### src/hw/rtl/upi_pkg.sv
// shared types and constants of the unicycle pose integrator
// cordic angle table, fixed-point scales, register indexes, state encodings
// no dependencies
`timescale 1ns / 1ps

package upi_pkg;

    // cordic datapath: Q2.30 vectors, binary-angle residue with headroom
    localparam int CORDIC_W   = 33;
    localparam int ANGLE_Z_W  = 34;
    localparam int ATAN_IDX_W = 5;

    localparam logic signed [CORDIC_W-1:0]  CORDIC_GAIN  = 33'sd652032874;
    localparam logic signed [ANGLE_Z_W-1:0] QUARTER_TURN = 34'sh040000000;
    localparam logic signed [ANGLE_Z_W-1:0] HALF_TURN    = 34'sh080000000;

    // heading increment: Q4.28 rad times round(2^16*8/pi), then drop 16 bits
    localparam int ANGLE_SCALE_W = 19;
    localparam logic signed [ANGLE_SCALE_W-1:0] ANGLE_SCALE = 19'sd166886;
    localparam int HEAD_FRAC = 16;
    localparam int HEAD_W    = 32;

    // step time and position scaling
    localparam int DT_W      = 16;
    localparam int POS_SHIFT = 42;
    localparam int OUT_W     = 32;

    localparam int QUEUE_DEPTH = 2;

    typedef enum logic [2:0] {
        CFG_START_X       = 3'd0,
        CFG_START_Y       = 3'd1,
        CFG_START_HEADING = 3'd2,
        CFG_STEP_TIME     = 3'd3,
        CFG_HOLONOMIC     = 3'd4
    } upi_cfg_index_t;

    typedef enum logic [2:0] {
        BK_IDLE,
        BK_ROTATE,
        BK_MUL_FWD,
        BK_MUL_LAT,
        BK_UPDATE
    } upi_back_state_t;

    typedef struct packed {
        logic        start;
        logic [31:0] angle;
    } upi_rot_req_t;

    typedef struct packed {
        logic                       busy;
        logic                       done;
        logic signed [CORDIC_W-1:0] cos_val;
        logic signed [CORDIC_W-1:0] sin_val;
    } upi_trig_t;

    typedef struct packed {
        logic rotating;
        logic at_start;
    } upi_back_status_t;

    function automatic logic signed [ANGLE_Z_W-1:0] cordic_atan(
        input logic [ATAN_IDX_W-1:0] idx
    );
        logic signed [ANGLE_Z_W-1:0] a;
        case (idx)
            5'd0:    a = 34'sh020000000;
            5'd1:    a = 34'sh012E4051E;
            5'd2:    a = 34'sh009FB385B;
            5'd3:    a = 34'sh0051111D4;
            5'd4:    a = 34'sh0028B0D43;
            5'd5:    a = 34'sh00145D7E1;
            5'd6:    a = 34'sh000A2F61E;
            5'd7:    a = 34'sh000517C55;
            5'd8:    a = 34'sh00028BE53;
            5'd9:    a = 34'sh000145F2F;
            5'd10:   a = 34'sh0000A2F98;
            5'd11:   a = 34'sh0000517CC;
            5'd12:   a = 34'sh000028BE6;
            5'd13:   a = 34'sh0000145F3;
            5'd14:   a = 34'sh00000A2FA;
            5'd15:   a = 34'sh00000517D;
            5'd16:   a = 34'sh0000028BE;
            5'd17:   a = 34'sh00000145F;
            5'd18:   a = 34'sh000000A30;
            5'd19:   a = 34'sh000000518;
            5'd20:   a = 34'sh00000028C;
            5'd21:   a = 34'sh000000146;
            5'd22:   a = 34'sh0000000A3;
            5'd23:   a = 34'sh000000051;
            default: a = '0;
        endcase
        return a;
    endfunction

endpackage

### src/hw/rtl/upi_queue.sv
// two-entry queue between the front and back parts of the pose integrator
// depends on upi_pkg for the depth
`timescale 1ns / 1ps

module upi_queue #(
    parameter int WIDTH = 99
) (
    input  logic             clk,
    input  logic             rst_n,
    input  logic             push,
    input  logic [WIDTH-1:0] push_data,
    output logic             push_ready,
    output logic             pop_valid,
    input  logic             pop,
    output logic [WIDTH-1:0] pop_data
);

    localparam int PTR_W = $clog2(upi_pkg::QUEUE_DEPTH);
    localparam int CNT_W = $clog2(upi_pkg::QUEUE_DEPTH + 1);

    logic [WIDTH-1:0] entry_reg [upi_pkg::QUEUE_DEPTH];
    logic [PTR_W-1:0] wr_ptr_reg, wr_ptr_next;
    logic [PTR_W-1:0] rd_ptr_reg, rd_ptr_next;
    logic [CNT_W-1:0] count_reg, count_next;
    logic             do_push, do_pop;

    assign push_ready = (count_reg != CNT_W'(upi_pkg::QUEUE_DEPTH));
    assign pop_valid  = (count_reg != '0);
    assign pop_data   = entry_reg[rd_ptr_reg];
    assign do_push    = push && push_ready;
    assign do_pop     = pop && pop_valid;

    always_comb
    begin
        wr_ptr_next = wr_ptr_reg;
        rd_ptr_next = rd_ptr_reg;
        count_next  = count_reg;
        if (do_push)
        begin
            wr_ptr_next = (wr_ptr_reg == PTR_W'(upi_pkg::QUEUE_DEPTH - 1)) ? '0
                                                                           : wr_ptr_reg + 1'b1;
        end
        if (do_pop)
        begin
            rd_ptr_next = (rd_ptr_reg == PTR_W'(upi_pkg::QUEUE_DEPTH - 1)) ? '0
                                                                           : rd_ptr_reg + 1'b1;
        end
        if (do_push && !do_pop)
        begin
            count_next = count_reg + 1'b1;
        end
        else if (do_pop && !do_push)
        begin
            count_next = count_reg - 1'b1;
        end
    end

    always_ff @(posedge clk or negedge rst_n)
    begin
        if (!rst_n)
        begin
            wr_ptr_reg <= '0;
            rd_ptr_reg <= '0;
            count_reg  <= '0;
        end
        else
        begin
            wr_ptr_reg <= wr_ptr_next;
            rd_ptr_reg <= rd_ptr_next;
            count_reg  <= count_next;
        end
    end

    always_ff @(posedge clk)
    begin
        if (do_push)
        begin
            entry_reg[wr_ptr_reg] <= push_data;
        end
    end

endmodule

### config.mk
export PLATFORM = sky130hd
export DESIGN_NAME = upi_queue
export DESIGN_NICKNAME = d
export VERILOG_FILES = /design/src/hw/rtl/upi_pkg.sv /design/src/hw/rtl/upi_queue.sv
export SDC_FILE = /design/constraint.sdc
export NUM_CORES = 1
export LEC_CHECK = 0
export BUFFER_PORTS_ARGS = -buffer_cell sky130_fd_sc_hd__buf_2
export CORE_MARGIN = 1.5
export CORE_UTILIZATION = 49
export CTS_CLUSTER_DIAMETER = 200
export CTS_CLUSTER_SIZE = 12
export DETAILED_ROUTE_END_ITERATION = 8
export MAX_ROUTING_LAYER = met4
export PLACE_DENSITY = 0.75
export SETUP_SLACK_MARGIN = 0.15
export SLEW_MARGIN = 0
export SYNTH_ARGS = -nofsm -noshare
export SYNTH_HDL_FRONTEND = slang
export SYNTH_SLANG_ARGS = --single-unit
### constraint.sdc
create_clock -name clk -period 15.4 [get_ports clk]
set_input_delay 3.08 -clock clk [delete_from_list [all_inputs] [get_ports clk]]
set_output_delay 3.08 -clock clk [all_outputs]
set_load 0.005 [all_outputs]
=== Yosys cells after proc, flatten, opt, wreduce, memory -nomap -nowiden ===
Memories as Yosys holds them, arrays and structs flattened.
Index checks and enable logic that the tools add are counted.

* Add/sub/neg operators: 4
* Eq/ne operators: 1
* Reductions and logical operators: 8
* Mux-type cells: 6

{| class="wikitable"
|+ Operators with widths
! cell !! number
|-
| logical AND 1 bit || 4
|-
| two-way mux 1 bit || 4
|-
| two-way mux 2 bit || 2
|-
| nonzero test 2 bit || 2
|-
| adder 1 bit (second input constant) || 2
|-
| adder 2 x 1 -> 2 bit (second input constant) || 1
|-
| logical NOT 1 bit || 2
|-
| != test 2 bit (second input constant) || 1
|-
| subtractor 2 x 1 -> 2 bit (second input constant) || 1
|}

* Logic and storage cells: 23
* Bits of input ports: 103
* Bits in registers: 4
* Memory bits (writable): 198
* Memories kept: 1
* Output and inout port bits: 101

{| class="wikitable"
|+ Memories
! name !! depth !! width !! read ports !! clocked after Yosys merged registers in !! write ports !! line !! source
|-
| entry_reg || 2 || 99 || 1 || 0 || 1 || upi_queue.sv:21 || <nowiki>logic [WIDTH-1:0] entry_reg [upi_pkg::QUEUE_DEPTH];</nowiki>
|}

=== Depth between registers and ports, before layout ===
* Depth after elaboration: 6
* Gate-level depth with buffers: 7
* Gate-level depth less buffers: 7

=== Worst setup path after synthesis ===
Ideal clock, no wire load.

* Path kind: input-to-reg
* Start point: input push
* End point: memory entry_reg[0][0] (enable)
* Arrival: 7.290 ns
* Setup time: 0.557 ns
* Data required time: 14.843 ns
* Path buffers: 0
* Slack: 7.552 ns
* Stages: 2
* Cell sequence: nand2_1 > nor2_1

* Word-level cells in the longest chain between the ends: 3

{| class="wikitable"
|+ RTL lines
! what !! line !! source
|-
| start, declared || upi_queue.sv:10 || <nowiki>input logic push,</nowiki>
|-
| logical AND 1 bit || upi_queue.sv:30 || <nowiki>assign do_push = push && push_ready;</nowiki>
|-
| two-way mux 1 bit || upi_queue.sv:76 || <nowiki>if (do_push)</nowiki>
|-
| two-way mux 1 bit (not written as such) || upi_queue.sv:78 || <nowiki>entry_reg[wr_ptr_reg] <= push_data;</nowiki>
|-
| end, declared || upi_queue.sv:21 ||
|}

No other way between the ends.

=== Worst setup path in the final report ===
* Start point: register rd_ptr_reg
* End point: output pop_data[97]

* Word-level cells in the longest chain between the ends: 1

{| class="wikitable"
|+ RTL lines
! what !! line !! source
|-
| start, declared || upi_queue.sv:23 || <nowiki>logic [PTR_W-1:0] rd_ptr_reg, rd_ptr_next;</nowiki>
|-
| start signal, assigned || upi_queue.sv:69 || <nowiki>rd_ptr_reg <= rd_ptr_next;</nowiki>
|-
| memory (2 x 99 bit) || - ||
|-
| end, declared || upi_queue.sv:15 || <nowiki>output logic [WIDTH-1:0] pop_data</nowiki>
|}

No other way between the ends.

==> flow_metrics.tcl <==
set metrics [dict create \
    rsz0062_at_grt "no" \
    grt-ovfl-total 0 \
    routed_wl_um 13200 \
    grt_usage_pct 15.6 \
    fp.dieArea_um2 16800 \
    setup.worst_path.class "register to primary output" \
    finalInstanceArea_um2 9540 \
    required_ns 12.32 \
    use_met2_pct 26.1 \
    r2r_cells 4 \
    cp-startpoint "rd_ptr_reg$_DFFE_PN0P_" \
    dp_slack_ns 9.85 \
    worst_slack_ns 9.39 \
    grtUsageMet1_pct 18.9 \
    place.gp.congestion 0.700 \
    yosysSeqAreaShare_pct 77.1 \
    core_area_um2 15800 \
    place_area_um2 8950 \
    r2r_slack_ns 12.55 \
    first_iter_violations 171 \
    endpoint "pop_data[97]" \
    rr_endpoint "entry_reg[0][87]$_DFFE_PP_" \
    vdd_drop_max_mv 0.119 \
    tightest_slew_ns 1.16 \
    relSlewSlack_pct 22.8 \
    period_share_pct 39.0 \
    postSynthNetCount 430 \
    grt_pass1_wl_um 19300 \
    hold_violations 0 \
    design.portCount 204 \
    power_leakage_uw 0.00384 \
    dp_hpwl_um 8510 \
    die_y_um 129 \
    numCtsBuffers 20 \
    fin_setup_tns_ns 0 \
    vias 3689 \
    io_buffers 203 \
    r2r_start "count_reg[0]$_DFFE_PN0P_" \
    grt_pass1_vias 3804 \
    largest_register_ffs 198 \
    vias_per_cell 4.75 \
    clock_sinks 202 \
    powerDensity_nw_per_um2 186 \
    wire_per_inst_um 17.1 \
    post_cts.repair.setup_buffers 0 \
    p_comb_share_pct 28.7 \
    end_kind "primary output" \
    fin_skew_ns 0.0128 \
    cts.path.max_buffers 3 \
    max_freq_ghz 0.166 \
    critPathLaunchType "register" \
    setup-violations-final 0 \
    power.switching_uw 471 \
    outcome "completed" \
    maxCapViolations 0 \
    p_int_uw 1300 \
    p_clk_share_pct 24.6 \
    area.growth.synth_to_final_pct 21.7 \
    finalCriticalPeriod_ns 6.01 \
    fillers 1198 \
    syn_avg_cell_area_um2 24.0 \
    firstDrtPassIters 4 \
    htreeDepth 1 \
    drc_errors 0 \
    synthCells 326 \
    crit_fanout 58 \
    netlist_area_um2 7840 \
    worstPathArrival_ns 2.93 \
    top_usage_layer "met2" \
    grt_max_degree 61 \
    ys_ff_latch 202 \
    antenna_found_initial 3 \
    final_max_slew_viol_count 0 \
    final_antenna_net_count 0 \
    power_frac_seq_pct 46.7 \
    ctsResizeCount 0 \
    fp.dieW_um 129 \
    placed_cells 737 \
    switching_share_pct 26.6 \
    cts_tree "done" \
    grtUsageMet3_pct 3.67 \
    clk_pin_slew_ns 0.06 \
    insertion_delay_ns 0.49 \
    start_util_pct 49.7 \
    synth.distinct_cells 14 \
    ctsHoldBuffers 0 \
    root_buffer "clkbuf_16" \
    rows 46 \
    drive_gt1_share_pct 59.2 \
    finalNonFillerCells 776 \
    nets 647 \
    hold_path.class "register to register" \
    synth_warnings 0 \
]
[cell families after synthesis]
kind of cell             share of synthesized area (%)
flip-flops                                        77.1
multiplexers                                      19.0
buffers and inverters                             2.75
AND/OR/NAND/NOR                                  0.431
XOR/XNOR                                         0.559
adder cells (fa/ha/maj)                          0.160
[through the flow]
| step | util, % | power, uW | hold slack [ns] |
|---|---|---|---|
| after floorplan | - | 1220 | 0.456 |
| after global placement | 56.8 | 1340 | 0.473 |
| after detailed placement | 56.8 | 1360 | 0.495 |
| after CTS | 60.5 | 1800 | 0.503 |
| after global routing | 60.5 | 1860 | 0.521 |
| final | 60.5 | 1770 | 0.500 |
[metal layers]
metal,vias up,routed length [um]
li1,1723,-
met1,1802,5420
met2,138,6650
met3,26,916
met4,0,246
met5,-,0
[cell usage in the layout, fill, tap and decap left out, types with 2 or more instances in the layout]
cell type and instances:
xnor2_1 3, buf_4 3, mux2_4 99, diode_2 3
edfxtp_1 198, buf_2 203, nand2_1 2, clkbuf_16 20
clkbuf_1 14, xor2_1 2, dfrtp_1 3
[cell usage after synthesis]
library cell	number	area share [%]
mux2_4	99	19
nor2_1	2	0.096
or2_1	1	0.080
and3_1	1	0.080
inv_1	1	0.048
edfxtp_1	198	76
buf_6	1	0.14
xnor2_1	3	0.34
dfrtp_1	4	1.3
nand2_1	2	0.096
buf_12	10	2.6
ha_1	1	0.16
nand2b_1	1	0.080
xor2_1	2	0.22
[area by class of cell]
| cell class | count | area, um2 | share of cell area, % |
|---|---|---|---|
| Inverter | 1 | 3.75 | 0.0393 |
| Sequential cell | 202 | 6050 | 63.4 |
| Clock inverter | 1 | 16.3 | 0.170 |
| Clock buffer | 35 | 567 | 5.94 |
| Timing Repair Buffer | 206 | 1040 | 10.9 |
| Multi-Input combinational cell | 112 | 1590 | 16.7 |
| Tap cell | 216 | 270 | 2.83 |
| Antenna cell | 3 | 7.51 | 0.0787 |
[power groups by stage]
stage | clock [uW] | combinational, uW | sequential (uW)
3_3_place_gp | 0 | 510 | 833
6_report | 436 | 509 | 828
5_1_grt | 470 | 549 | 841
4_1_cts | 449 | 520 | 831
2_1_floorplan | 0 | 418 | 802
3_5_place_dp | 0 | 518 | 841
[critical path: stages, from the launching register on]
cell and delay, ns:
dfrtp_4 1.16, buf_4 0.77, mux2_4 0.35, buf_2 0.13
[worst min-delay path by stage]
stage / startpoint / to / slack [ns] / cells after the start
after floorplan: count_reg[1]$_DFFE_PN0P_ / count_reg[1]$_DFFE_PN0P_ / 0.46 / 1
after global routing: count_reg[1]$_DFFE_PN0P_ / count_reg[1]$_DFFE_PN0P_ / 0.52 / 1
after detailed placement: count_reg[1]$_DFFE_PN0P_ / count_reg[1]$_DFFE_PN0P_ / 0.50 / 1
after global placement: count_reg[1]$_DFFE_PN0P_ / count_reg[1]$_DFFE_PN0P_ / 0.47 / 1
after CTS: count_reg[1]$_DFFE_PN0P_ / count_reg[1]$_DFFE_PN0P_ / 0.50 / 1
final: count_reg[1]$_DFFE_PN0P_ / count_reg[1]$_DFFE_PN0P_ / 0.50 / 1
Power figures use the tool's default switching activity.
