### config.mk
export PLATFORM = sky130hd
export DESIGN_NAME = upi_cordic
export DESIGN_NICKNAME = d
export VERILOG_FILES = /design/src/hw/rtl/upi_pkg.sv /design/src/hw/rtl/upi_cordic.sv
export SDC_FILE = /design/constraint.sdc
export NUM_CORES = 1
export LEC_CHECK = 0
export BUFFER_PORTS_ARGS = -buffer_cell sky130_fd_sc_hd__buf_4
export CORE_UTILIZATION = 45
export DETAILED_ROUTE_END_ITERATION = 7
export PLACE_DENSITY = 0.59
export SYNTH_ARGS = -nofsm -noshare
export SYNTH_HDL_FRONTEND = slang
export SYNTH_SLANG_ARGS = --single-unit
### constraint.sdc
create_clock -name clk -period 10.28 [get_ports clk]
set_input_delay 0.514 -clock clk [delete_from_list [all_inputs] [get_ports clk]]
set_output_delay 0.514 -clock clk [all_outputs]
set_load 0.05 [all_outputs]
### src/hw/rtl/upi_pkg.sv
// shared types and constants of the unicycle pose integrator
// cordic angle table, fixed-point scales, register indexes, state encodings
// no dependencies
`timescale 1ns / 1ps

package upi_pkg;

    // cordic datapath: Q2.30 vectors, binary-angle residue with headroom
    localparam int CORDIC_W   = 33;
    localparam int ANGLE_Z_W  = 34;
    localparam int ATAN_IDX_W = 5;

    localparam logic signed [CORDIC_W-1:0]  CORDIC_GAIN  = 33'sd652032874;
    localparam logic signed [ANGLE_Z_W-1:0] QUARTER_TURN = 34'sh040000000;
    localparam logic signed [ANGLE_Z_W-1:0] HALF_TURN    = 34'sh080000000;

    // heading increment: Q4.28 rad times round(2^16*8/pi), then drop 16 bits
    localparam int ANGLE_SCALE_W = 19;
    localparam logic signed [ANGLE_SCALE_W-1:0] ANGLE_SCALE = 19'sd166886;
    localparam int HEAD_FRAC = 16;
    localparam int HEAD_W    = 32;

    // step time and position scaling
    localparam int DT_W      = 16;
    localparam int POS_SHIFT = 42;
    localparam int OUT_W     = 32;

    localparam int QUEUE_DEPTH = 2;

    typedef enum logic [2:0] {
        CFG_START_X       = 3'd0,
        CFG_START_Y       = 3'd1,
        CFG_START_HEADING = 3'd2,
        CFG_STEP_TIME     = 3'd3,
        CFG_HOLONOMIC     = 3'd4
    } upi_cfg_index_t;

    typedef enum logic [2:0] {
        BK_IDLE,
        BK_ROTATE,
        BK_MUL_FWD,
        BK_MUL_LAT,
        BK_UPDATE
    } upi_back_state_t;

    typedef struct packed {
        logic        start;
        logic [31:0] angle;
    } upi_rot_req_t;

    typedef struct packed {
        logic                       busy;
        logic                       done;
        logic signed [CORDIC_W-1:0] cos_val;
        logic signed [CORDIC_W-1:0] sin_val;
    } upi_trig_t;

    typedef struct packed {
        logic rotating;
        logic at_start;
    } upi_back_status_t;

    function automatic logic signed [ANGLE_Z_W-1:0] cordic_atan(
        input logic [ATAN_IDX_W-1:0] idx
    );
        logic signed [ANGLE_Z_W-1:0] a;
        case (idx)
            5'd0:    a = 34'sh020000000;
            5'd1:    a = 34'sh012E4051E;
            5'd2:    a = 34'sh009FB385B;
            5'd3:    a = 34'sh0051111D4;
            5'd4:    a = 34'sh0028B0D43;
            5'd5:    a = 34'sh00145D7E1;
            5'd6:    a = 34'sh000A2F61E;
            5'd7:    a = 34'sh000517C55;
            5'd8:    a = 34'sh00028BE53;
            5'd9:    a = 34'sh000145F2F;
            5'd10:   a = 34'sh0000A2F98;
            5'd11:   a = 34'sh0000517CC;
            5'd12:   a = 34'sh000028BE6;
            5'd13:   a = 34'sh0000145F3;
            5'd14:   a = 34'sh00000A2FA;
            5'd15:   a = 34'sh00000517D;
            5'd16:   a = 34'sh0000028BE;
            5'd17:   a = 34'sh00000145F;
            5'd18:   a = 34'sh000000A30;
            5'd19:   a = 34'sh000000518;
            5'd20:   a = 34'sh00000028C;
            5'd21:   a = 34'sh000000146;
            5'd22:   a = 34'sh0000000A3;
            5'd23:   a = 34'sh000000051;
            default: a = '0;
        endcase
        return a;
    endfunction

endpackage

### src/hw/rtl/upi_cordic.sv
// iterative rotation-mode cordic: one micro-rotation per cycle, yields the
// cosine and sine of a binary angle in Q2.30; depends on upi_pkg
`timescale 1ns / 1ps

module upi_cordic #(
    parameter int CORDIC_STEPS = 16
) (
    input  logic                  clk,
    input  logic                  rst_n,
    input  upi_pkg::upi_rot_req_t req,
    output upi_pkg::upi_trig_t    trig
);

    localparam int CW     = upi_pkg::CORDIC_W;
    localparam int ZW     = upi_pkg::ANGLE_Z_W;
    localparam int IW     = upi_pkg::ATAN_IDX_W;
    localparam int STEP_W = $clog2(CORDIC_STEPS);

    logic signed [CW-1:0] x_reg, x_next, y_reg, y_next;
    logic signed [ZW-1:0] z_reg, z_next;
    logic signed [CW-1:0] cos_reg, cos_next, sin_reg, sin_next;
    logic [STEP_W-1:0]    step_reg, step_next;
    logic                 flip_reg, flip_next;
    logic                 busy_reg, busy_next;
    logic                 done_reg, done_next;

    logic signed [ZW-1:0] ang_s, z_fold, atan_val;
    logic                 fold;
    logic signed [CW-1:0] xs, ys, nx, ny;
    logic signed [ZW-1:0] nz;
    logic                 last;

    assign trig.busy    = busy_reg;
    assign trig.done    = done_reg;
    assign trig.cos_val = cos_reg;
    assign trig.sin_val = sin_reg;

    assign ang_s    = ZW'($signed(req.angle));
    assign atan_val = upi_pkg::cordic_atan(IW'(step_reg));
    assign xs       = x_reg >>> step_reg;
    assign ys       = y_reg >>> step_reg;
    assign last     = (step_reg == STEP_W'(CORDIC_STEPS - 1));

    always_comb
    begin
        fold   = 1'b0;
        z_fold = ang_s;
        if (ang_s > upi_pkg::QUARTER_TURN)
        begin
            fold   = 1'b1;
            z_fold = ang_s - upi_pkg::HALF_TURN;
        end
        else if (ang_s < -upi_pkg::QUARTER_TURN)
        begin
            fold   = 1'b1;
            z_fold = ang_s + upi_pkg::HALF_TURN;
        end
    end

    always_comb
    begin
        if (!z_reg[ZW-1])
        begin
            nx = x_reg - ys;
            ny = y_reg + xs;
            nz = z_reg - atan_val;
        end
        else
        begin
            nx = x_reg + ys;
            ny = y_reg - xs;
            nz = z_reg + atan_val;
        end
    end

    always_comb
    begin
        x_next    = x_reg;
        y_next    = y_reg;
        z_next    = z_reg;
        cos_next  = cos_reg;
        sin_next  = sin_reg;
        step_next = step_reg;
        flip_next = flip_reg;
        busy_next = busy_reg;
        done_next = 1'b0;
        if (req.start)
        begin
            x_next    = upi_pkg::CORDIC_GAIN;
            y_next    = '0;
            z_next    = z_fold;
            flip_next = fold;
            step_next = '0;
            busy_next = 1'b1;
        end
        else if (busy_reg)
        begin
            x_next = nx;
            y_next = ny;
            z_next = nz;
            if (last)
            begin
                step_next = '0;
                busy_next = 1'b0;
                done_next = 1'b1;
                cos_next  = flip_reg ? -nx : nx;
                sin_next  = flip_reg ? -ny : ny;
            end
            else
            begin
                step_next = step_reg + 1'b1;
            end
        end
    end

    always_ff @(posedge clk or negedge rst_n)
    begin
        if (!rst_n)
        begin
            step_reg <= '0;
            busy_reg <= 1'b0;
            done_reg <= 1'b0;
            flip_reg <= 1'b0;
        end
        else
        begin
            step_reg <= step_next;
            busy_reg <= busy_next;
            done_reg <= done_next;
            flip_reg <= flip_next;
        end
    end

    always_ff @(posedge clk)
    begin
        x_reg   <= x_next;
        y_reg   <= y_next;
        z_reg   <= z_next;
        cos_reg <= cos_next;
        sin_reg <= sin_next;
    end

endmodule

== Word-level counts from Yosys, hierarchy flattened ==
Memory sizes are Yosys's and may differ from the RTL's.
Index checks and enable logic that the tools add are counted.
Storage, ports and cells
  bits in latches: 0
  bits in writable memories: 0
  bits in read-only memories: 480
  memories: 1
  register bits after elaboration: 173
  word-level logic and storage cells: 49
  output and inout port bits: 68
  input port bits: 35
Memories
  (no name shown): words 16, width 30, read ports 1, clocked after Yosys merged registers in 0, write ports 0, line upi_pkg.sv:67  | case (idx)
Operators by class
  equal/unequal tests: 1
  muxes and demuxes: 20
  multipliers: 0
  order comparisons: 2
  add/sub/neg operators: 11
  shifts and indexed selects: 2
  bitwise operators: 1
  reductions and logical operators: 2
  divide/modulo/power cells: 0
Operators by type and width (number)
  $mux W34: 5
  $mux W33: 4
  $add A33 B33 Y33: 2
  $neg A33 Y33: 2
  $sshr A33 B4 Y33: 2
  $sub A33 B33 Y33: 2
  $add A32 B33 Y34 const B: 1
  $add A34 B34 Y34: 1
  $sub A32 B33 Y34 const B: 1
  $sub A34 B34 Y34: 1
  $gt A32 B32 Y1 const B: 1
  $lt A32 B31 Y1 const B: 1
  $mux W4: 3
  $mux W1: 8
  $add A4 B1 Y4 const B: 1
  $eq A4 B4 Y1 const B: 1
  $reduce_and A3 Y1: 1
  $reduce_bool A2 Y1: 1
  $not A1 Y1: 1

== Logic depth before layout (Yosys ltp) ==
Gate-level depths: netlist (run 1).
  depth in word-level cells: 5
  gate-level depth with buffers: 30
  gate-level depth less buffers: 25

== Worst setup path before layout (run 1) ==
Ideal clock, no wire load.
  path type: flip-flop to flip-flop
  start: reg step_reg[3]
  end: reg cos_reg[0], enable pin
  arrival time: 6905 ps
  buffers on the path: 7
  setup slack: 2804 ps
  stages on the path, launching flop included: 10
  data required time: 9709 ps
  library setup time: 571 ps
  period minus slack after synthesis: 7476 ps
  path through: dfrtp_1 -> clkbuf_1 -> clkbuf_1 -> buf_2 -> buf_2 -> clkbuf_1 -> buf_2 -> buf_1 -> nand3_1 -> nor3_1
Between the ends
  word-level cells in the longest chain between the ends: 2
RTL lines
  start, declared: line upi_cordic.sv:22  | logic [STEP_W-1:0] step_reg, step_next;
  start signal, assigned: line upi_cordic.sv:127  | step_reg <= step_next;
  $eq A4 B4 Y1: line upi_cordic.sv:42  | assign last = (step_reg == STEP_W'(CORDIC_STEPS - 1));
  $reduce_and A3 Y1 (no line)
  end signal, assigned: line upi_cordic.sv:139  | cos_reg <= cos_next;
  end, declared: line upi_cordic.sv:21  | logic signed [CW-1:0] cos_reg, cos_next, sin_reg, sin_next;
No other way between the ends.
A chain may end at the register's enable or synchronous reset.

== Worst setup path in the final report (run 1) ==
  start: reg step_reg[3]
  end: reg cos_reg[32], data pin
Between the ends
  word-level cells in the longest chain between the ends: 5
  elaborated cells between the ends (all ways): 6
  those cells by class: add/sub: 3; shift: 1; mux: 2
RTL lines
  $sshr A33 B4 Y33 *: line upi_cordic.sv:41  | assign ys = y_reg >>> step_reg;
  $sub A33 B33 Y33 or $add A33 B33 Y33 (tied branches): line upi_cordic.sv:64, upi_cordic.sv:70
  $mux W33 *: line upi_cordic.sv:62  | if (!z_reg[ZW-1])
  $neg A33 Y33: line upi_cordic.sv:106  | cos_next = flip_reg ? -nx : nx;
  $mux W33 *: line upi_cordic.sv:106
Every way passes the cells marked *; elsewhere a longest branch is shown, timed or not.

==> results.sh, run 1 <==
export IMPL_cts_buffers=17
export IMPL_synth_cells=2183
export IMPL_crit_chain="buf_4 -> mux2_2 -> nor3_1 -> o221ai_1 -> a21boi_0 -> nand3_1 -> nor2_1 -> a21oi_1 -> xor2_1 -> ha_1 -> and2_1 -> a221o_1 -> a31oi_1 -> o21ai_2 -> xor2_1 -> nand3b_1 -> or4_4 -> or4_4 -> o41ai_2 -> xnor2_1"
export IMPL_grt_pass1_wl_mm=92.72
export IMPL_synthXorXnorAreaFrac_pct=10.53
export IMPL_clock_latency_ps=510
export IMPL_synthArstFlopShare_pct=4.046
export IMPL_dpl_hpwl_mm=44.24
export IMPL_dr_pass1_iters=8
export IMPL_layout_common_cells="nor2_1 (231), nand2_1 (206), a21oi_1 (171)"
export IMPL_die_h_um=206.9
export IMPL_critPathCaptureType="flop"
export IMPL_status="complete, no violations"
export IMPL_synthAdderAreaFrac_pct=7.804
export IMPL_syn_area_um2=18890
export IMPL_clock_sinks=173
export IMPL_diodes=0
export IMPL_place_congestion=0.9460
export IMPL_fillCellCount=4006
export IMPL_via_count=17162
export IMPL_synth_edf_count=100
export IMPL_clk_pin_slew_ps=80
export IMPL_drt_drc_violations_left=0
export IMPL_cts_resized=0
export IMPL_regToRegSetupSlack_ps=2510
export IMPL_grt_pass1_vias=16325
export IMPL_syn_nets=2334
export IMPL_grt_start_max_net_pins=84
export IMPL_setup_violations_final=0
export IMPL_muxShareOfSynthArea_pct=16.15
export IMPL_portBuffers=102
export IMPL_cp_max_fo=60
export IMPL_synth_simple_area_share_pct=18.16
export IMPL_ys_warn_count=0
export IMPL_layout_drive_gt1_share_pct=14.74
export IMPL_dieArea_um2=42790
export IMPL_overflow=0
export IMPL_ys_seq_elements=173
export IMPL_cts_hold_buffers_added=1
export IMPL_wl_per_cell_um=21.66
export IMPL_post_cts_buffers=0
export IMPL_clock_fmax_mhz=128.8
export IMPL_largest_register_ffs=34
export IMPL_io_pins=103
export IMPL_nets=2349
export IMPL_die_x_um=206.9
export IMPL_cts_root_buf="clkbuf_16"
export IMPL_rsz0062_at_grt="false"
export IMPL_slew_headroom_pct=35.11
export IMPL_worstPathRequired_ps=10520
export IMPL_skew_ps=16.04
export IMPL_start_util_pct=45.94
export IMPL_mostFrequentLayoutCell="nor2_1"
export IMPL_crit_path_max_incr_delay_ps=770
export IMPL_crit_slowest_cell="dfrtp_4"
export IMPL_htreeDepth=4
export IMPL_fin_crit_sh_pct=75.55
export IMPL_synth_cell_type_count=91
export IMPL_syn2layout_area_growth_pct=8.765
export IMPL_avgSynthCellArea_um2=8.651
export IMPL_antenna_found_initial=0
export IMPL_cts_tree="built"
export IMPL_worst_path_buf_inv=1
export IMPL_antenna_left=0
export IMPL_routed_wl_mm=59.41
export IMPL_track_usage_pct=28.31
export IMPL_hp_class="in2reg"
export IMPL_slew_viol_final=0
export IMPL_first_iter_violations=1362
export IMPL_ys_flop_type="edfxtp_1"
export IMPL_synth_top_family_by_area="compound AO/OA/AOI/OAI gates"
export IMPL_crit_family="simple AND/OR/NAND/NOR gates"
export IMPL_period_needed_ps=7766
export IMPL_synth_seq_area_share_pct=23.82
export IMPL_cts_path_max_buffers=2
export IMPL_viasPerCell=6.257
export IMPL_hold_violations=0
export IMPL_criticalPathCategory="reg2reg"
export IMPL_worstMarginPinSlew_ps=972.0
export IMPL_max_cap_violations=0
export IMPL_crit_arrival_ps=8010
export IMPL_fp_row_count=74
export IMPL_cp_start_kind="flop"
export IMPL_synth_compound_area_share_pct=19.92
export IMPL_core_um2=41110
export IMPL_tns_ps=0
per-layer routing:
metal | routed length, um | up-vias | share of wire [%] | GRT usage [%]
met2 | 27700 | 638 | 47 | 45.38
met5 | 0 | - | 0 | 0
met1 | 25930 | 8263 | 44 | 37.74
li1 | - | 8157 | - | -
met3 | 4175 | 104 | 7.0 | 5.856
met4 | 1608 | 0 | 2.7 | 9.750
metrics by stage:
stage | area, um^2 | hold slack, ps | worst slack, ps | cells | utilization, %
2_1_floorplan | 18890 | 218.4 | 2804 | 2183 | -
3_3_place_gp | 19960 | 341.0 | 2824 | 2710 | 48.56
3_5_place_dp | 19960 | 341.6 | 2712 | 2710 | 48.56
4_1_cts | 20540 | 253.2 | 2679 | 2743 | 49.97
5_1_grt | 20540 | 286.4 | 2157 | 2743 | 49.97
6_report | 20540 | 298.0 | 2514 | 2743 | 49.97
cells by family (layout without fill, tap and decap cells):
family / after synthesis / count (layout)
buf+inv: 171 / 199
fa+ha+maj: 116 / 116
compound gates: 585 / 585
flops: 173 / 173
simple gates: 719 / 719
xor+xnor: 227 / 227
mux: 192 / 192
final timing paths:
path                                  start           to  cells past startpoint
worst max register to register  step_reg[3]  cos_reg[32]                     20
max in group asynchronous             rst_n  step_reg[0]                      2
min in group asynchronous             rst_n  step_reg[1]                      2
worst max-delay path            step_reg[3]  cos_reg[32]                     20
worst min-delay path                req[20]    z_reg[20]                      3
worst min register to register     x_reg[0]     x_reg[0]                      2
synth_stat cells, drive strengths merged, types with 30 or more instances:
library cell / count / area [um^2]
nand3: 42 / 215.2
edfxtp: 100 / 3003
clkbuf: 79 / 296.5
a31oi: 30 / 193.9
ha: 113 / 1414
dfxtp: 66 / 1321
a21oi: 171 / 855.8
buf: 42 / 198.9
nor3: 51 / 260.3
o31ai: 31 / 237.7
inv: 48 / 180.2
xor2: 73 / 639.4
mux2i: 74 / 740.7
nor2: 231 / 867.1
a21o: 50 / 375.4
mux4: 87 / 1959
xnor2: 154 / 1349
o21ai: 137 / 696.9
mux2: 31 / 349.1
nand2: 206 / 773.2
worst register-to-register path, cell delays in order (launching register included):
cell      delay, ps
dfrtp_4         770
buf_4           720
mux2_2          430
nor3_1          540
o221ai_1        290
a21boi_0        470
nand3_1         160
nor2_1          450
a21oi_1         170
xor2_1          290
ha_1            320
and2_1          180
a221o_1         300
a31oi_1         180
o21ai_2         140
xor2_1          210
nand3b_1        240
or4_4           550
or4_4           560
o41ai_2         410
xnor2_1         110
cell type report:
class / count / area, um^2 / area share [%]
clock buffer: 20 / 457.9 / 2.229
clock inverter: 12 / 111.4 / 0.5421
inverter: 50 / 187.7 / 0.9137
multi-input combinational: 1839 / 13710 / 66.74
sequential: 173 / 4517 / 21.99
tap: 532 / 665.6 / 3.241
timing repair buffer: 117 / 893.4 / 4.349
Power of run 1 is left out: the tool's default activity adds up to more than one toggle a clock period on the data nets, which glitch-free logic cannot reach.
==> run 2: changes to the inputs <==
- PLACE_DENSITY: 0.59 -> 0.61
- clock period: 10.28 -> 6.8 ns (I/O delays scaled with it)
==> run 2 against run 1 <==
Against the previous run: the run now ends with design-rule violations left; setup slack got worse by 2300 ps; critical path depth rose by 3; routed wire length rose by 5.2%; critical endpoint unchanged.
==> results.sh, run 2 (synthesis results as in run 1) <==
export IMPL_wl_met1_mm=27.64
export IMPL_clock_fmax_mhz=151.9
export IMPL_start_util_pct=45.94
export IMPL_slew_headroom_pct=32.07
export IMPL_status="finished with violations"
export IMPL_crit_end="cos_reg[32]"
export IMPL_io_pins=103
export IMPL_cts_root_buf="clkbuf_16"
export IMPL_cp_start_kind="flop"
export IMPL_antenna_left=0
export IMPL_reg2regPathDepth=23
export IMPL_fillCellCount=3889
export IMPL_antenna_found_initial=1
export IMPL_portBuffers=102
export IMPL_clk_pin_slew_ps=80
export IMPL_layout_drive_gt1_share_pct=20.17
export IMPL_rsz0062_at_grt="true"
export IMPL_largest_register_ffs=34
export IMPL_r2r_end="cos_reg[32]"
export IMPL_setup_violations_final=0
export IMPL_cts_tree="built"
export IMPL_track_usage_pct=29.63
export IMPL_routed_wl_mm=62.48
export IMPL_hold_violations=0
export IMPL_path_depth=23
export IMPL_crit_chain="buf_4 -> buf_6 -> mux4_2 -> mux2_2 -> mux2i_1 -> a21boi_2 -> buf_4 -> nand3_1 -> nor2_1 -> buf_4 -> a21oi_1 -> xnor2_2 -> ha_1 -> and2_1 -> a221o_1 -> a31oi_1 -> o21ai_2 -> xor2_1 -> nand3b_1 -> or4_4 -> or4_4 -> o41ai_2 -> xnor2_1"
export IMPL_cts_buffers=17
export IMPL_overflow=0
export IMPL_fp_row_count=74
export IMPL_mostFrequentLayoutCell="buf_4"
export IMPL_layout_common_cells="buf_4 (239), nor2_1 (229), nand2_1 (206)"
export IMPL_wl_per_cell_um=21.76
export IMPL_min_path_cells=3
export IMPL_r2r_start="step_reg[0]"
export IMPL_max_cap_violations=0
export IMPL_period_needed_ps=6585
export IMPL_via_count=17632
export IMPL_grt_pass1_vias=16750
export IMPL_critPathCaptureType="flop"
export IMPL_dieArea_um2=42790
export IMPL_failed_checks="design-rule violations"
export IMPL_die_x_um=206.9
export IMPL_nets=2478
export IMPL_fin_ws_ps=215.1
export IMPL_die_h_um=206.9
export IMPL_routed_top_layer="met4"
export IMPL_worstPathRequired_ps=7050
export IMPL_met2_length_mm=29.30
export IMPL_pre_cts_slack_ps=-299.5
export IMPL_clock_latency_ps=520
export IMPL_first_iter_violations=1642
export IMPL_worstMarginPinSlew_ps=1016
export IMPL_place_congestion=0.9682
export IMPL_cp_max_fo=13
export IMPL_worst_path_buf_inv=4
export IMPL_post_route_util_pct=52.78
export IMPL_cts_path_max_buffers=2
export IMPL_skew_ps=18.48
export IMPL_htreeDepth=4
export IMPL_wl_met3_mm=3.851
export IMPL_crit_path_max_incr_delay_ps=550
export IMPL_diodes=0
export IMPL_regToRegSetupSlack_ps=220
export IMPL_grt_pass1_wl_mm=96.63
export IMPL_grt_start_max_net_pins=73
export IMPL_clock_sinks=173
export IMPL_dr_pass1_iters=8
export IMPL_syn2layout_area_growth_pct=14.90
export IMPL_startpoint="step_reg[0]"
export IMPL_criticalPathCategory="reg2reg"
export IMPL_slew_viol_final=0
export IMPL_crit_slowest_cell="mux4_2"
export IMPL_viasPerCell=6.139
export IMPL_drt_drc_violations_left=2
export IMPL_crit_arrival_ps=6840
export IMPL_cpMostUsedCell="buf_4"
export IMPL_crit_family="simple AND/OR/NAND/NOR gates"
export IMPL_core_um2=41110
export IMPL_fin_crit_sh_pct=96.84
export IMPL_hp_class="in2reg"
export IMPL_dpl_hpwl_mm=48.02
[run 2: cell types whose count changed in the layout (fill, tap and decap cells not counted), moves of 3 or more]
cell	before	now
buf_12	1	4
inv_6	2	5
o31ai_2	1	4
buf_4	115	239
o31ai_1	30	26
o21ai_1	2	8
o21ai_0	132	126
[run 2: worst reg2reg max path: stages, from the launching register on]
cell and delay, ps:
dfrtp_4 520, buf_4 230, buf_6 210, mux4_2 550
mux2_2 280, mux2i_1 290, a21boi_2 280, buf_4 160
nand3_1 100, nor2_1 130, buf_4 150, a21oi_1 100
xnor2_2 300, ha_1 310, and2_1 180, a221o_1 290
a31oi_1 180, o21ai_2 130, xor2_1 170, nand3b_1 220
or4_4 510, or4_4 550, o41ai_2 370, xnor2_1 110
[run 2: per-stage QoR]
| step | area [um^2] | setup TNS, ps | cells | hold WS, ps |
|---|---|---|---|---|
| finish | 21700 | 0 | 2872 | 123.0 |
| global route | 21700 | -164.4 | 2872 | 100.2 |
| CTS | 21590 | 0 | 2869 | 81.62 |
| detailed placement | 20950 | -553.3 | 2835 | 169.0 |
| global placement | 20950 | -575.3 | 2835 | 167.0 |
| floorplan | 18900 | 0 | 2183 | 44.41 |
[run 2: routing by layer]
layer,global-route usage [%],up-vias
met4,10.56,0
met3,5.353,93
met5,0,-
met1,39.45,8518
li1,-,8408
met2,47.94,613
[run 2: final cells by class]
class | instances | area (um^2) | area share (%)
clock buffer | 17 | 425.4 | 1.960
clock inverter | 15 | 182.7 | 0.8418
inverter | 50 | 190.2 | 0.8764
multi-input combinational | 1839 | 13810 | 63.65
sequential | 173 | 4517 | 20.82
tap | 532 | 665.6 | 3.068
timing repair buffer | 246 | 1907 | 8.787
[run 2: worst min-delay path by stage]
stage	from	end	slack [ps]
3_5_place_dp	rst_n	step_reg[2]	170
5_1_grt	req[24]	z_reg[24]	100
4_1_cts	req[16]	z_reg[16]	80
6_report	req[9]	z_reg[9]	120
3_3_place_gp	rst_n	busy_reg	170
2_1_floorplan	rst_n	busy_reg	40
[run 2: timing repair]
action | 4_1_cts | 5_1_grt
endpoints found under the hold margin | 7 | 0
hold buffers | 1 | 0
resized for setup | 3 | 27
setup endpoints to repair | 3 | 23
pin swaps | 0 | 4
setup buffers | 1 | 3
Power of run 2 is left out for the same reason.
==> run 3: changes to the inputs <==
--- a/config.mk
+++ b/config.mk
@@ -11,2 +11,3 @@
 export PLACE_DENSITY = 0.61
+export SKIP_CTS_REPAIR_TIMING = 1
 export SYNTH_ARGS = -nofsm -noshare
--- a/constraint.sdc
+++ b/constraint.sdc
@@ -3,2 +3,2 @@
 set_output_delay 0.34 -clock clk [all_outputs]
-set_load 0.05 [all_outputs]
+set_load 0.005 [all_outputs]
==> run 3 against run 2 <==
Against the previous run: the flow still finishes with violations (design-rule violations); setup slack gained 50 ps; critical path depth is 2 higher; via count down 0.12%; highest routed layer unchanged.
==> results.sh, run 3 (synthesis results as in run 1) <==
export IMPL_status="finished with violations"
export IMPL_failed_checks="design-rule violations"
export IMPL_clock_sinks=173
export IMPL_clk_pin_slew_ps=80
export IMPL_hold_violations=0
export IMPL_layout_drive_gt1_share_pct=20.46
export IMPL_placed_cell_area_um2=20950
export IMPL_hp_class="in2reg"
export IMPL_crit_arrival_ps=6790
export IMPL_via_count=17610
export IMPL_final_area_um2=21750
export IMPL_dr_pass1_iters=8
export IMPL_cts_path_max_buffers=2
export IMPL_post_place_cells=2835
export IMPL_wl_per_cell_um=21.75
export IMPL_first_iter_violations=1477
export IMPL_worstMarginPinSlew_ps=1017
export IMPL_syn2layout_area_growth_pct=15.15
export IMPL_dpl_hpwl_mm=48.02
export IMPL_antenna_found_initial=1
export IMPL_crit_path_max_incr_delay_ps=550
export IMPL_die_x_um=206.9
export IMPL_dieArea_um2=42790
export IMPL_clock_fmax_mhz=153.0
export IMPL_grt_start_max_net_pins=73
export IMPL_largest_register_ffs=34
export IMPL_fp_row_count=74
export IMPL_ff_latch_area_um2=4517
export IMPL_slew_viol_final=0
export IMPL_period_needed_ps=6535
export IMPL_overflow=0
export IMPL_slew_headroom_pct=31.98
export IMPL_nets=2479
export IMPL_die_h_um=206.9
export IMPL_worst_path_buf_inv=6
export IMPL_worstPathRequired_ps=7050
export IMPL_cp_start_kind="flop"
export IMPL_drt_drc_violations_left=2
export IMPL_fillCellCount=3880
export IMPL_routed_wl_mm=62.48
export IMPL_tns_ps=0
export IMPL_htreeDepth=4
export IMPL_stdcell_count=2873
export IMPL_track_usage_pct=29.59
export IMPL_setup_violations_final=0
export IMPL_antenna_left=0
export IMPL_grt_pass1_vias=16700
export IMPL_core_um2=41110
export IMPL_io_pins=103
export IMPL_mostFrequentLayoutCell="buf_4"
export IMPL_cp_max_fo=13
export IMPL_portBuffers=102
export IMPL_place_congestion=0.9682
export IMPL_cts_root_buf="clkbuf_16"
export IMPL_fin_crit_sh_pct=96.10
export IMPL_critPathCaptureType="flop"
export IMPL_crit_family="simple AND/OR/NAND/NOR gates"
export IMPL_multi_input_area_um2=13840
export IMPL_clock_latency_ps=520
export IMPL_max_cap_violations=0
export IMPL_viasPerCell=6.129
export IMPL_cpMostUsedCell="buf_4"
export IMPL_skew_ps=20.05
export IMPL_cts_tree="built"
export IMPL_cts_buffers=17
export IMPL_start_util_pct=45.94
export IMPL_grt_pass1_wl_mm=96.52
export IMPL_crit_slowest_cell="mux4_2"
export IMPL_diodes=0
export IMPL_layout_common_cells="buf_4 (239), nor2_1 (229), nand2_1 (206)"
export IMPL_criticalPathCategory="reg2reg"
[run 3: final cells by class]
class / count / area share, %
timing repair buffer: 247 / 8.861
inverter: 50 / 0.8631
clock buffer: 17 / 1.956
multi-input combinational: 1839 / 63.65
sequential: 173 / 20.77
clock inverter: 15 / 0.8400
tap: 532 / 3.061
[run 3: path summary, 6_finish.rpt]
path	cells past startpoint	endpoint	slack [ps]	start
setup / recovery	25	cos_reg[32]	270	step_reg[0]
hold / removal	3	z_reg[21]	120	req[21]
setup reg to reg	25	cos_reg[32]	270	step_reg[0]
hold reg to reg	2	y_reg[0]	530	y_reg[0]
max in group asynchronous	2	step_reg[3]	6430	rst_n
min in group asynchronous	2	step_reg[0]	200	rst_n
[run 3: through the flow]
step / hold WS [ps] / setup WS [ps] / util [%]
global placement: 167.0 / -267.6 / 50.96
detailed placement: 169.0 / -299.5 / 50.96
finish: 120.9 / 265.5 / 52.90
CTS: -407.5 / -335.1 / 52.44
global route: 100.2 / -22.83 / 52.90
floorplan: 44.41 / 2.440 / -
[run 3: tightest hold or removal path: cells and delay by family]
family	cells	cell delay [ps]
compound gates	1	60
buf+inv	1	80
simple gates	1	40
[run 3: metal layers]
| layer | GRT usage [%] | part of all wire (%) | wire [um] | vias to the layer above |
|---|---|---|---|---|
| met3 | 5.604 | 6.2 | 3885 | 105 |
| met2 | 47.90 | 47 | 29390 | 610 |
| li1 | - | - | - | 8410 |
| met1 | 39.23 | 44 | 27530 | 8485 |
| met4 | 10.53 | 2.7 | 1677 | 0 |
| met5 | 0 | 0 | 0 | - |
Power of run 3 is left out for the same reason.
